$ cat config.mk
export PLATFORM = sky130hd
export DESIGN_NAME = aabb_proximity_edge_detector
export DESIGN_NICKNAME = d
export VERILOG_FILES = /design/src/aped_pkg.sv /design/src/aped_ram.sv /design/src/aped_hit.sv /design/src/aabb_proximity_edge_detector.sv
export SDC_FILE = /design/constraint.sdc
export NUM_CORES = 2
export LEC_CHECK = 0
export BUFFER_PORTS_ARGS = -buffer_cell sky130_fd_sc_hd__buf_2
export CAP_MARGIN = 25
export CORE_UTILIZATION = 55
export CTS_BUF_LIST = sky130_fd_sc_hd__clkbuf_8
export DETAILED_ROUTE_END_ITERATION = 10
export PLACE_DENSITY_LB_ADDON = 0.05
export SLEW_MARGIN = 0
export SYNTH_ARGS = -nofsm -noshare
export SYNTH_HDL_FRONTEND = slang
export SYNTH_SLANG_ARGS = --single-unit
$ cat constraint.sdc
create_clock -name clk -period 6.7 [get_ports clk]
set_input_delay 0.67 -clock clk [delete_from_list [all_inputs] [get_ports clk]]
set_output_delay 0.67 -clock clk [all_outputs]
set_load 0.05 [all_outputs]
$ cat src/aped_pkg.sv
package aped_pkg;

	localparam int COORD_BITS    = 16;
	localparam int WIDE_BITS     = COORD_BITS + 2;
	localparam int RADIUS_BITS   = 15;
	localparam int RULE_BITS     = 6;
	localparam int OP_BITS       = 2;
	localparam int RULES_DEF     = 64;
	localparam int MAX_DIRTY_DEF = 16;

	localparam logic [OP_BITS-1:0] OP_BEGIN = 2'd0;
	localparam logic [OP_BITS-1:0] OP_ADD   = 2'd1;
	localparam logic [OP_BITS-1:0] OP_EVAL  = 2'd2;

	localparam logic PHASE_ENTER = 1'b0;
	localparam logic PHASE_EXIT  = 1'b1;

	typedef struct packed {
		logic [COORD_BITS-1:0] x0;
		logic [COORD_BITS-1:0] y0;
		logic [COORD_BITS-1:0] x1;
		logic [COORD_BITS-1:0] y1;
	} box_t;

	typedef struct packed {
		logic [COORD_BITS-1:0] h;
		logic [COORD_BITS-1:0] w;
		logic [COORD_BITS-1:0] y;
		logic [COORD_BITS-1:0] x;
	} rect_t;

	function automatic logic signed [WIDE_BITS-1:0] sx(input logic [COORD_BITS-1:0] v);
		return {{(WIDE_BITS-COORD_BITS){v[COORD_BITS-1]}}, v};
	endfunction

endpackage

$ cat src/aped_ram.sv
module aped_ram #(
	parameter int WIDTH = 8,
	parameter int DEPTH = 16,
	localparam int AW = (DEPTH > 1) ? $clog2(DEPTH) : 1
) (
	input  logic             clk,
	input  logic             we,
	input  logic [AW-1:0]    waddr,
	input  logic [WIDTH-1:0] wdata,
	input  logic             re,
	input  logic [AW-1:0]    raddr,
	output logic [WIDTH-1:0] rdata
);

	logic [WIDTH-1:0] mem [DEPTH];
	logic [WIDTH-1:0] rdata_q;

	always_ff @(posedge clk) begin
		if (we) begin
			mem[waddr] <= wdata;
		end
		// hold the last read word until the next read
		if (re) begin
			rdata_q <= mem[raddr];
		end
	end

	assign rdata = rdata_q;

endmodule

$ cat src/aped_hit.sv
module aped_hit (
	input  aped_pkg::box_t  box,
	input  aped_pkg::rect_t rect,
	output logic            hit
);
	import aped_pkg::*;

	logic signed [WIDE_BITS-1:0] rx0, ry0, rw, rh, rx1, ry1;
	logic signed [WIDE_BITS-1:0] bx0, by0, bx1, by1;
	logic                        nonempty;

	assign rx0 = sx(rect.x);
	assign ry0 = sx(rect.y);
	assign rw  = sx(rect.w);
	assign rh  = sx(rect.h);
	// inclusive far edges of the rectangle
	assign rx1 = rx0 + rw - WIDE_BITS'(1);
	assign ry1 = ry0 + rh - WIDE_BITS'(1);

	assign bx0 = sx(box.x0);
	assign by0 = sx(box.y0);
	assign bx1 = sx(box.x1);
	assign by1 = sx(box.y1);

	assign nonempty = (rw > WIDE_BITS'(0)) && (rh > WIDE_BITS'(0));

	assign hit = nonempty && !(bx1 < rx0) && !(bx0 > rx1) && !(by1 < ry0) && !(by0 > ry1);

endmodule

$ cat src/aabb_proximity_edge_detector.sv
// Proximity edge detector for axis-aligned boxes, one inside latch per rule.
// Input channel item_valid/item_stall carries one transaction per item:
// op 0 starts a frame and empties the dirty-rectangle list, op 1 appends a
// rectangle, op 2 evaluates a rule. Output channel event_valid/event_stall
// carries an enter or exit event when an evaluation of a present pair flips
// a rule's latch. Begin-frame and add-rectangle items leave the block idle.
// An evaluation goes to DECIDE with the dirty filter off, and through SCAN,
// TAIL and DECIDE with it on, SCAN walking the rectangle memory at one entry
// per cycle; the event appears in the cycle after the decision.
// After reset the latch memory is cleared one rule per cycle with item_stall
// high; counters and the event register clear at once.
// While the receiver stalls, the event register holds; further items that
// produce no event still flow, and an evaluation that must emit waits at its
// decision step until the event register frees.
module aabb_proximity_edge_detector #(
	parameter int RULES     = aped_pkg::RULES_DEF,
	parameter int MAX_DIRTY = aped_pkg::MAX_DIRTY_DEF
) (
	input  logic                                   clk,
	input  logic                                   arst_n,
	input  logic                                   item_valid,
	output logic                                   item_stall,
	input  logic [aped_pkg::OP_BITS-1:0]           op,
	input  logic [aped_pkg::RULE_BITS-1:0]         rule_index,
	input  logic                                   both_present,
	input  logic [aped_pkg::RADIUS_BITS-1:0]       radius,
	input  logic signed [aped_pkg::COORD_BITS-1:0] self_min_x,
	input  logic signed [aped_pkg::COORD_BITS-1:0] self_min_y,
	input  logic signed [aped_pkg::COORD_BITS-1:0] self_max_x,
	input  logic signed [aped_pkg::COORD_BITS-1:0] self_max_y,
	input  logic signed [aped_pkg::COORD_BITS-1:0] other_min_x,
	input  logic signed [aped_pkg::COORD_BITS-1:0] other_min_y,
	input  logic signed [aped_pkg::COORD_BITS-1:0] other_max_x,
	input  logic signed [aped_pkg::COORD_BITS-1:0] other_max_y,
	output logic                                   event_valid,
	input  logic                                   event_stall,
	output logic [aped_pkg::RULE_BITS-1:0]         event_rule,
	output logic                                   event_phase
);
	import aped_pkg::*;

	localparam int LAW = (RULES > 1) ? $clog2(RULES) : 1;
	localparam int DAW = (MAX_DIRTY > 1) ? $clog2(MAX_DIRTY) : 1;
	localparam int CW  = $clog2(MAX_DIRTY + 1);

	localparam logic [2:0] ST_CLEAR  = 3'd0;
	localparam logic [2:0] ST_IDLE   = 3'd1;
	localparam logic [2:0] ST_SCAN   = 3'd2;
	localparam logic [2:0] ST_TAIL   = 3'd3;
	localparam logic [2:0] ST_DECIDE = 3'd4;

	logic [2:0]           state_q;
	logic [LAW-1:0]       clr_idx_q;
	logic [DAW-1:0]       scan_idx_q;
	logic [CW-1:0]        dcount_q;
	logic                 dovf_q;
	logic                 rd_vld_q;
	logic                 hit_q;
	logic [RULE_BITS-1:0] rule_q;
	logic [RADIUS_BITS-1:0] radius_q;
	box_t                 self_q;
	box_t                 other_q;
	logic                 event_valid_q;
	logic [RULE_BITS-1:0] event_rule_q;
	logic                 event_phase_q;

	logic                 acc;
	logic                 rule_ok;
	logic                 full;
	logic                 filter_on;
	logic [LAW-1:0]       rule_addr_in;

	logic                 lat_we, lat_re, lat_wdata, lat_rdata;
	logic [LAW-1:0]       lat_waddr;
	logic                 rect_we, rect_re;
	rect_t                rect_wdata, rect_rdata;

	logic                 hit_self, hit_other;
	logic                 scan_last;
	logic signed [WIDE_BITS-1:0] rad_w, sx0, sy0, sx1, sy1;
	logic                 now_inside;
	logic                 change;
	logic                 out_free;
	logic                 ev_load;

	assign acc          = item_valid && !item_stall;
	assign item_stall   = (state_q != ST_IDLE);
	assign rule_ok      = 32'(rule_index) < 32'(RULES);
	assign full         = (dcount_q == CW'(MAX_DIRTY));
	assign filter_on    = (dcount_q != CW'(0)) && !dovf_q;
	assign rule_addr_in = LAW'(rule_index);
	assign scan_last    = (CW'(scan_idx_q) + CW'(1)) == dcount_q;

	assign rect_wdata.x = self_min_x;
	assign rect_wdata.y = self_min_y;
	assign rect_wdata.w = self_max_x;
	assign rect_wdata.h = self_max_y;
	assign rect_re      = (state_q == ST_SCAN);

	// widen the self box by the radius, then test inclusive overlap
	assign rad_w = {{(WIDE_BITS-RADIUS_BITS){1'b0}}, radius_q};
	assign sx0   = sx(self_q.x0) - rad_w;
	assign sy0   = sx(self_q.y0) - rad_w;
	assign sx1   = sx(self_q.x1) + rad_w;
	assign sy1   = sx(self_q.y1) + rad_w;
	assign now_inside = (sx0 <= sx(other_q.x1)) && (sx(other_q.x0) <= sx1) &&
		(sy0 <= sx(other_q.y1)) && (sx(other_q.y0) <= sy1);
	assign change   = now_inside != lat_rdata;
	assign out_free = !event_valid_q || !event_stall;
	assign ev_load  = (state_q == ST_DECIDE) && hit_q && change && out_free;

	always_comb begin
		lat_we    = 1'b0;
		lat_waddr = rule_addr_in;
		lat_wdata = 1'b0;
		lat_re    = 1'b0;
		rect_we   = 1'b0;
		case (state_q)
			ST_CLEAR: begin
				lat_we    = 1'b1;
				lat_waddr = clr_idx_q;
			end
			ST_IDLE: begin
				if (acc && op == OP_EVAL && rule_ok) begin
					// missing entity drops the latch without an event
					lat_we = !both_present;
					lat_re = both_present;
				end
				if (acc && op == OP_ADD && !full) begin
					rect_we = 1'b1;
				end
			end
			ST_DECIDE: begin
				lat_we    = ev_load;
				lat_waddr = LAW'(rule_q);
				lat_wdata = now_inside;
			end
			default: begin
			end
		endcase
	end

	aped_ram #(
		.WIDTH(1),
		.DEPTH(RULES)
	) u_latch_ram (
		.clk  (clk),
		.we   (lat_we),
		.waddr(lat_waddr),
		.wdata(lat_wdata),
		.re   (lat_re),
		.raddr(rule_addr_in),
		.rdata(lat_rdata)
	);

	aped_ram #(
		.WIDTH($bits(rect_t)),
		.DEPTH(MAX_DIRTY)
	) u_rect_ram (
		.clk  (clk),
		.we   (rect_we),
		.waddr(dcount_q[DAW-1:0]),
		.wdata(rect_wdata),
		.re   (rect_re),
		.raddr(scan_idx_q),
		.rdata(rect_rdata)
	);

	aped_hit u_hit_self (
		.box (self_q),
		.rect(rect_rdata),
		.hit (hit_self)
	);

	aped_hit u_hit_other (
		.box (other_q),
		.rect(rect_rdata),
		.hit (hit_other)
	);

	always_ff @(posedge clk) begin
		if (acc && op == OP_EVAL) begin
			rule_q   <= rule_index;
			radius_q <= radius;
			self_q   <= {self_min_x, self_min_y, self_max_x, self_max_y};
			other_q  <= {other_min_x, other_min_y, other_max_x, other_max_y};
		end
		if (ev_load) begin
			event_rule_q  <= rule_q;
			event_phase_q <= now_inside ? PHASE_ENTER : PHASE_EXIT;
		end
	end

	always_ff @(posedge clk or negedge arst_n) begin
		if (!arst_n) begin
			state_q       <= ST_CLEAR;
			clr_idx_q     <= '0;
			scan_idx_q    <= '0;
			dcount_q      <= '0;
			dovf_q        <= 1'b0;
			rd_vld_q      <= 1'b0;
			hit_q         <= 1'b0;
			event_valid_q <= 1'b0;
		end else begin
			rd_vld_q <= rect_re;
			if (rd_vld_q && (hit_self || hit_other)) begin
				hit_q <= 1'b1;
			end
			if (ev_load) begin
				event_valid_q <= 1'b1;
			end else if (event_valid_q && !event_stall) begin
				event_valid_q <= 1'b0;
			end
			case (state_q)
				ST_CLEAR: begin
					clr_idx_q <= clr_idx_q + LAW'(1);
					if (clr_idx_q == LAW'(RULES - 1)) begin
						state_q <= ST_IDLE;
					end
				end
				ST_IDLE: begin
					if (acc) begin
						case (op)
							OP_BEGIN: begin
								dcount_q <= '0;
								dovf_q   <= 1'b0;
							end
							OP_ADD: begin
								if (full) begin
									dovf_q <= 1'b1;
								end else begin
									dcount_q <= dcount_q + CW'(1);
								end
							end
							OP_EVAL: begin
								if (rule_ok && both_present) begin
									// with the filter off every item counts as touched
									hit_q      <= !filter_on;
									scan_idx_q <= '0;
									state_q    <= filter_on ? ST_SCAN : ST_DECIDE;
								end
							end
							default: begin
							end
						endcase
					end
				end
				ST_SCAN: begin
					scan_idx_q <= scan_idx_q + DAW'(1);
					if (scan_last) begin
						state_q <= ST_TAIL;
					end
				end
				ST_TAIL: begin
					state_q <= ST_DECIDE;
				end
				ST_DECIDE: begin
					// drop skipped or unchanged items; hold while the event register is busy
					if (!hit_q || !change || out_free) begin
						state_q <= ST_IDLE;
					end
				end
				default: begin
					state_q <= ST_IDLE;
				end
			endcase
		end
	end

	assign event_valid = event_valid_q;
	assign event_rule  = event_rule_q;
	assign event_phase = event_phase_q;

`ifndef SYNTH
	a_count_bound: assert property (@(posedge clk) disable iff (!arst_n)
		dcount_q <= CW'(MAX_DIRTY))
		else $error("dirty count beyond list size");

	a_ovf_full: assert property (@(posedge clk) disable iff (!arst_n)
		dovf_q |-> full)
		else $error("overflow set with list not full");

	a_scan_range: assert property (@(posedge clk) disable iff (!arst_n)
		state_q == ST_SCAN |-> CW'(scan_idx_q) < dcount_q)
		else $error("scan reads past the stored rectangles");

	a_latch_event: assert property (@(posedge clk) disable iff (!arst_n)
		(state_q == ST_DECIDE && lat_we) |=> (event_valid_q && event_phase_q == !$past(lat_wdata)))
		else $error("latch update without matching event");

	a_no_accept_busy: assert property (@(posedge clk) disable iff (!arst_n)
		(state_q == ST_SCAN || state_q == ST_TAIL || state_q == ST_CLEAR) |-> !acc)
		else $error("item accepted while busy");
`endif

endmodule

* Word-level counts from Yosys, hierarchy flattened
Memory sizes are Yosys's and may differ from the RTL's. A register that Yosys moved wholly into a read port is not among the register bits.
Index checks and enable logic that the tools add are counted.
W data, S select, Z words.
** Storage, ports and cells
- Bits in registers :: 178
- Memory bits (writable) :: 1088
- Bits of input ports :: 156
- Memories kept :: 2
- Word-level logic and storage cells :: 156
** Memory list
- u_rect_ram.mem :: words 16, bits a word 64, rd ports 1, clocked after memory_dff 1, wr ports 1, line aped_ram.sv:15 : logic [WIDTH-1:0] mem [DEPTH];
- u_latch_ram.mem :: words 64, bits a word 1, rd ports 1, clocked after memory_dff 1, wr ports 1, line aped_ram.sv:15
** Operators by class
- Reduce and logical (&&, ||, !) cells :: 53
- Add/sub/neg operators :: 12
- $lt $le $gt $ge :: 14
- Mux-type cells :: 36
- Equal/unequal tests :: 19
** Operator list (count)
- $gt A16 B18 Y1 :: 4
- $add A16 B16 Y17 :: 4
- $lt A16 B16 Y1 :: 4
- $sub A18 B2 Y18 const B :: 2
- $le A16 B17 Y1 :: 2
- $le A17 B16 Y1 :: 2
- $sub A16 B16 Y17 :: 2
- $gt A16 B1 Y1 const B :: 2
- $logic_and A1 B1 Y1 :: 22
- $mux W3 :: 7
- $mux W1 :: 19
- $logic_not A1 Y1 :: 17
- $pmux W3 S5 :: 1
- $mux W4 :: 3
- $ne A2 B2 Y1 const B :: 6
- $pmux W6 S2 :: 1
- $reduce_and A4 Y1 :: 3
- $pmux W5 S2 :: 1
- $pmux W4 S2 :: 1
- $add A6 B1 Y6 const B :: 1
- $eq A3 B2 Y1 const B :: 2
- $eq A6 B6 Y1 const B :: 1
- $reduce_and A6 Y1 :: 1
- $reduce_bool A2 Y1 :: 3
- other kinds (19) :: 23

* Logic depth before layout (Yosys ltp)
- Word-level depth :: 14
- Mapped depth :: 27
- Mapped depth without buffers :: 26

* Hierarchy
Synthesis repeated with hierarchy kept, for this count alone.
** Unflattened totals
- Cells, all modules :: 3792
- Area, all modules :: 61063.6 µm²
** Modules (own cells, without submodules)
- aped_ram (u_rect_ram) :: area an instance 40222.3 µm², cells each 1647, times used 1, sequential area each 32671.3 µm²
- aabb_proximity_edge_detector :: area an instance 10336.2 µm², cells each 895, times used 1, sequential area each 5235.0 µm²
- aped_hit (u_hit_self) :: area an instance 3838.7 µm², cells each 537, times used 1, sequential area each 0.0 µm²
- aped_hit (u_hit_other) :: area an instance 3742.3 µm², cells each 509, times used 1, sequential area each 0.0 µm²
- aped_ram (u_latch_ram) :: area an instance 2924.1 µm², cells each 204, times used 1, sequential area each 1951.9 µm²

* Least setup slack after synthesis
Ideal clock, no wire load.
- Path kind :: reg-to-reg
- From :: reg radius_q[1]
- To :: mem u_latch_ram.mem[0] (data pin)
- Buffers on the path :: 0
- Clock period less this slack :: 6.356 ns
- Path slack :: 0.344 ns
- Library setup time :: 0.499 ns
- Stages on the path, launching flop included :: 23
- Data required time :: 6.201 ns
- Arrival time :: 5.857 ns
- Cells stage by stage :: edfxtp_1 inv_1 fa_1 a21o_1 a21oi_1 o21ai_0 a21oi_1 o21ai_0 a21oi_1 o21bai_1 a21oi_1 nor2b_1 o41a_1 a21o_1 xnor2_1 ha_1 nand3_1 nor4_1 a41oi_1 a211o_1 a31oi_1 nand4_1 nor2_1
** Between the ends
- Cells in the longest elaborated chain, start to end :: 6
** RTL lines
- start, declared :: line aabb_proximity_edge_detector.sv:60 : logic [RADIUS_BITS-1:0] radius_q;
- start signal, assigned :: line aabb_proximity_edge_detector.sv:184 : radius_q <= radius;
- $sub A16 B16 Y17 / $add A16 B16 Y17 (equally long branches) :: line aabb_proximity_edge_detector.sv:102, aabb_proximity_edge_detector.sv:104
- $le A17 B16 Y1 / $le A16 B17 Y1 (equally long branches) :: line aabb_proximity_edge_detector.sv:106 : assign now_inside = (sx0 <= sx(other_q.x1)) && (sx(other_q.x0) <= sx1) &&
- $logic_and A1 B1 Y1 (2 in series) :: line aabb_proximity_edge_detector.sv:106
- $logic_and A1 B1 Y1 * :: line aabb_proximity_edge_detector.sv:107 : (sy0 <= sx(other_q.y1)) && (sx(other_q.y0) <= sy1);
- $mux W1 * :: line aabb_proximity_edge_detector.sv:118 : case (state_q)
- named net lat_wdata :: line aabb_proximity_edge_detector.sv:73 : logic lat_we, lat_re, lat_wdata, lat_rdata;
- end, declared :: line aped_ram.sv:15
Mark *: on every way through the listed nets, which the timed path passes. The rest lies on a longest branch.

* Worst setup path after layout
- From :: reg self_q[32] in the netlist's numbering
- To :: mem u_latch_ram.mem[61], enable pin
** Between the ends
- Cells in the longest elaborated chain, start to end :: 10
** RTL lines
- start, declared :: line aabb_proximity_edge_detector.sv:61 : box_t self_q;
- start signal, assigned :: line aabb_proximity_edge_detector.sv:185 : self_q <= {self_min_x, self_min_y, self_max_x, self_max_y};
- $sub A16 B16 Y17 :: line aabb_proximity_edge_detector.sv:103 : assign sy0 = sx(self_q.y0) - rad_w;
- $le A17 B16 Y1 :: line aabb_proximity_edge_detector.sv:107
- $logic_and A1 B1 Y1 :: line aabb_proximity_edge_detector.sv:106
- $logic_and A1 B1 Y1 :: line aabb_proximity_edge_detector.sv:107
- $ne A1 B1 Y1 :: line aabb_proximity_edge_detector.sv:108 : assign change = now_inside != lat_rdata;
- $logic_and A1 B1 Y1 (2 in series) :: line aabb_proximity_edge_detector.sv:110 : assign ev_load = (state_q == ST_DECIDE) && hit_q && change && out_free;
- $pmux W1 S3 :: line aabb_proximity_edge_detector.sv:118
- $mux W1 :: line aped_ram.sv:19 : if (we) begin
- $mux W1 (implied by the code) :: line aped_ram.sv:20 : mem[waddr] <= wdata;
Every way passes these cells.

==> results.tsv <==
metric	value	unit
CP endpoint kind	flip-flop	
largest net degree at the start of global routing	139	
Synth Net Count	3676	
Worst Reg-to-Reg Cells	28	
DIE WIDTH	329	um
status	finished with violations	
global-route wire length before repair	229	mm
PwrDens	369	mW/mm2
Num CTS Buffers	206	
GR Util All Layers	30.2	%
Routability Congestion	0.942	
routed vias	32700	
maximum clock path buffer count	3	
Post-Synthesis Mean Instance Area	18.2	um2
flop and latch count out of synthesis	1331	
hold path depth	1	
Slowest-stage cell, CP	fa_1	
count leader, synth	edfxtp_1	
Pleak	22.7	nW
worst hold-check path type	input pin to flip-flop	
Final setup viols	0	
# IOs	165	
Seq/Total Area, Yosys	68.0	%
Worst-Margin Slew	1370	ps
top-area cell type share of the netlist area	67.0	%
routed wire length	160	mm
Post-synth EDFFs	1309	
nets@finish	4064	
XOR/XNOR Fraction of Synth Area	1.73	%
top post-synthesis cells by area	edfxtp_1 (67%), mux4_2 (13%), ha_1 (6.1%), xnor2_1 (1.2%), inv_1 (0.94%)	
crit path time final	6260	ps
1st-iter DRT viols	3022	
CTS tree	done	
stages on the worst setup path	28	
CP Data Required Time	7230	ps
slew margin rel.	8.43	%
Arr. time, crit path	6790	ps
Die H	329	um
adder-cell share of the synthesized area	6.41	%
# rows	119	
Simple-Gate Fraction of Synth Area	4.24	%
TNS Setup	0	ps
Vias/cell	6.30	
final hold viol count	0	
Max Fanout on Critical Path	64	
Overflow after GRT	0	
Final Instance Area	0.0663	mm2
maximum operating frequency	160	MHz
Final period util	93.4	%
synthesized cell area	0.0586	mm2
violated checks	DRC	
Clock Skews	37.6	ps
core area	0.106	mm2
Worst path max stage delay	400	ps
delay-heaviest family, CP	compound AO/OA/AOI/OAI gates	
Worst Setup Start Kind	flip-flop	
mux share of post-synthesis cell area	13.3	%
largest family of logic cells by synthesized area	multiplexers	
drt wl/cell	30.9	um
Synth Area in Compound Gates	4.70	%
Synthesis Warnings	0	
post-synthesis async set-or-reset flop share	1.65	%
Placed Area	0.0613	mm2
Post-Syn Instances	3226	
post-DP HPWL	103	mm
port bufs	164	
post-route ant nets	0	
Max Cap Viol	0	
Worst-Skew Late Latency	890	ps
Worst-path clk slew	60	ps
share of layout cells above drive strength 1	24.1	%
Crit Path Category	flip-flop to flip-flop	
die area	0.108	mm2
DRC	48	
CTS HTree Levels	4	
WP buf/inv	4	
fill count	7463	
hold_ws	104	ps
starting density of the core	55.5	%
Netlist cell types	83	
vias in the first global route	33100	
Peak VDD IR	259	uV
CTS root buf	clkbuf_8	
initial antenna violation count	23	
top cells by count, synth	edfxtp_1 (1309), mux4_2 (341), ha_1 (288), inv_1 (147), a21oi_1 (109)	
Synth area leader	edfxtp_1	
RSZ-0062 raised after global routing	no	
DRT Pass-1 Iters	8	
Synth Flop Type	edfxtp_1	
Slew Limit Fails	0	
post-route total power	24.5	mW
Sink Count	1331	
Area growth syn-to-layout	13.1	%
cell families (layout without fill, tap and decap cells):
| family | after synthesis | in the layout |
|---|---|---|
| xor+xnor | 114 | 114 |
| buf+inv | 262 | 819 |
| fa+ha+maj | 297 | 297 |
| other cells | 0 | 11 |
| simple gates | 460 | 460 |
| mux | 350 | 350 |
| compound gates | 412 | 412 |
| flops | 1331 | 1331 |
cell usage in the layout, fill, tap and decap left out, types with 30 or more instances in the layout:
cell           Yosys  final
nor4_1            78     39
o21ai_0           65     65
nand4_1           38     38
nand3_1           38     38
xnor2_1           81     80
a21oi_1          109    105
a21o_1            73     73
edfxtp_1        1309   1309
nor2_1            85     83
buf_2              3    164
mux4_2           341    341
inv_1            147    207
nor4_2             0     38
ha_1             288    288
clkinv_1           0     54
nor3_1            33     31
nand2_1           66     66
buf_4              1     41
xor2_1            31     31
clkinv_2           0     30
clkbuf_8           0    208
dlygate4sd3_1      0     81
area by class of cell:
class	instances	area, um2	area share [%]
Multi-Input combinational cell	1633	18100	27.3
Inverter	147	553	0.834
Tap cell	1391	1740	2.62
Timing Repair Buffer	295	2160	3.25
Antenna cell	11	27.5	0.0415
Clock buffer	208	2860	4.32
Clock inverter	169	981	1.48
Sequential cell	1331	39900	60.1
worst reg2reg max path: cells and delay by family (launching register included):
kind,cells,cell delay [ps]
and+or+nand+nor,5,970
adders and majority gates,3,890
DFF,1,360
AOI/OAI and AO/OA,14,2760
buffers and inverters,4,590
xor gates and xnor gates,2,360
flip-flops by register name, indices dropped and copies added, names as in the netlist, 4 cells and up:
signal            count
clr_idx_q             6
dcount_q              5
event_rule            6
other_q              64
radius_q             15
rule_q                6
scan_idx_q            4
self_q               64
u_latch_ram.mem      64
u_rect_ram.mem     1024
u_rect_ram.rdata     64
final timing paths:
kind	startpoint	to	slack [ps]
worst min register to register	rule_q[3]	event_rule[3]	460
worst max register to register	self_q[32]	u_latch_ram.mem[61]	440
max in group asynchronous	arst_n	scan_idx_q[2]	5860
worst max-delay path	self_q[32]	u_latch_ram.mem[61]	440
worst min-delay path	radius[5]	radius_q[5]	100
min in group asynchronous	arst_n	state_q[1]	390
stage by stage:
stage,utilization (%),instances,worst slack (ps)
finish,62.8,5185,442
global route,62.8,5180,15.4
CTS,62.5,5173,235
detailed placement,58.1,4713,-96.3
global placement,58.0,4709,140
floorplan,-,3226,344
where the power goes:
group,leakage [nW],internal (mW),total (mW),switching [mW]
clock network,2.19,3.19,6.39,3.19
registers,12.0,9.60,10.1,0.488
logic,8.51,3.52,8.00,4.48
total,22.7,16.3,24.5,8.16
layer usage:
| layer | wire length [um] | share of wire, % | up-vias | track usage (%) |
|---|---|---|---|---|
| met5 | 95 | 0.059 | - | 0 |
| met4 | 3950 | 2.5 | 14 | 9.30 |
| met3 | 11000 | 6.9 | 226 | 5.14 |
| met2 | 78600 | 49 | 1266 | 48.9 |
| met1 | 66600 | 42 | 17100 | 42.2 |
| li1 | - | - | 14000 | - |
timing repair:
| action | CTS | global route |
|---|---|---|
| pin swaps | 1 | 6 |
| hold buffers | 81 | 0 |
| buffers inserted | 2 | 0 |
| resized for setup | 1 | 48 |
| hold endpoints to repair | 102 | 0 |
| setup endpoints to repair | 43 | 72 |
Note: power is estimated with default switching activity, not from simulation.
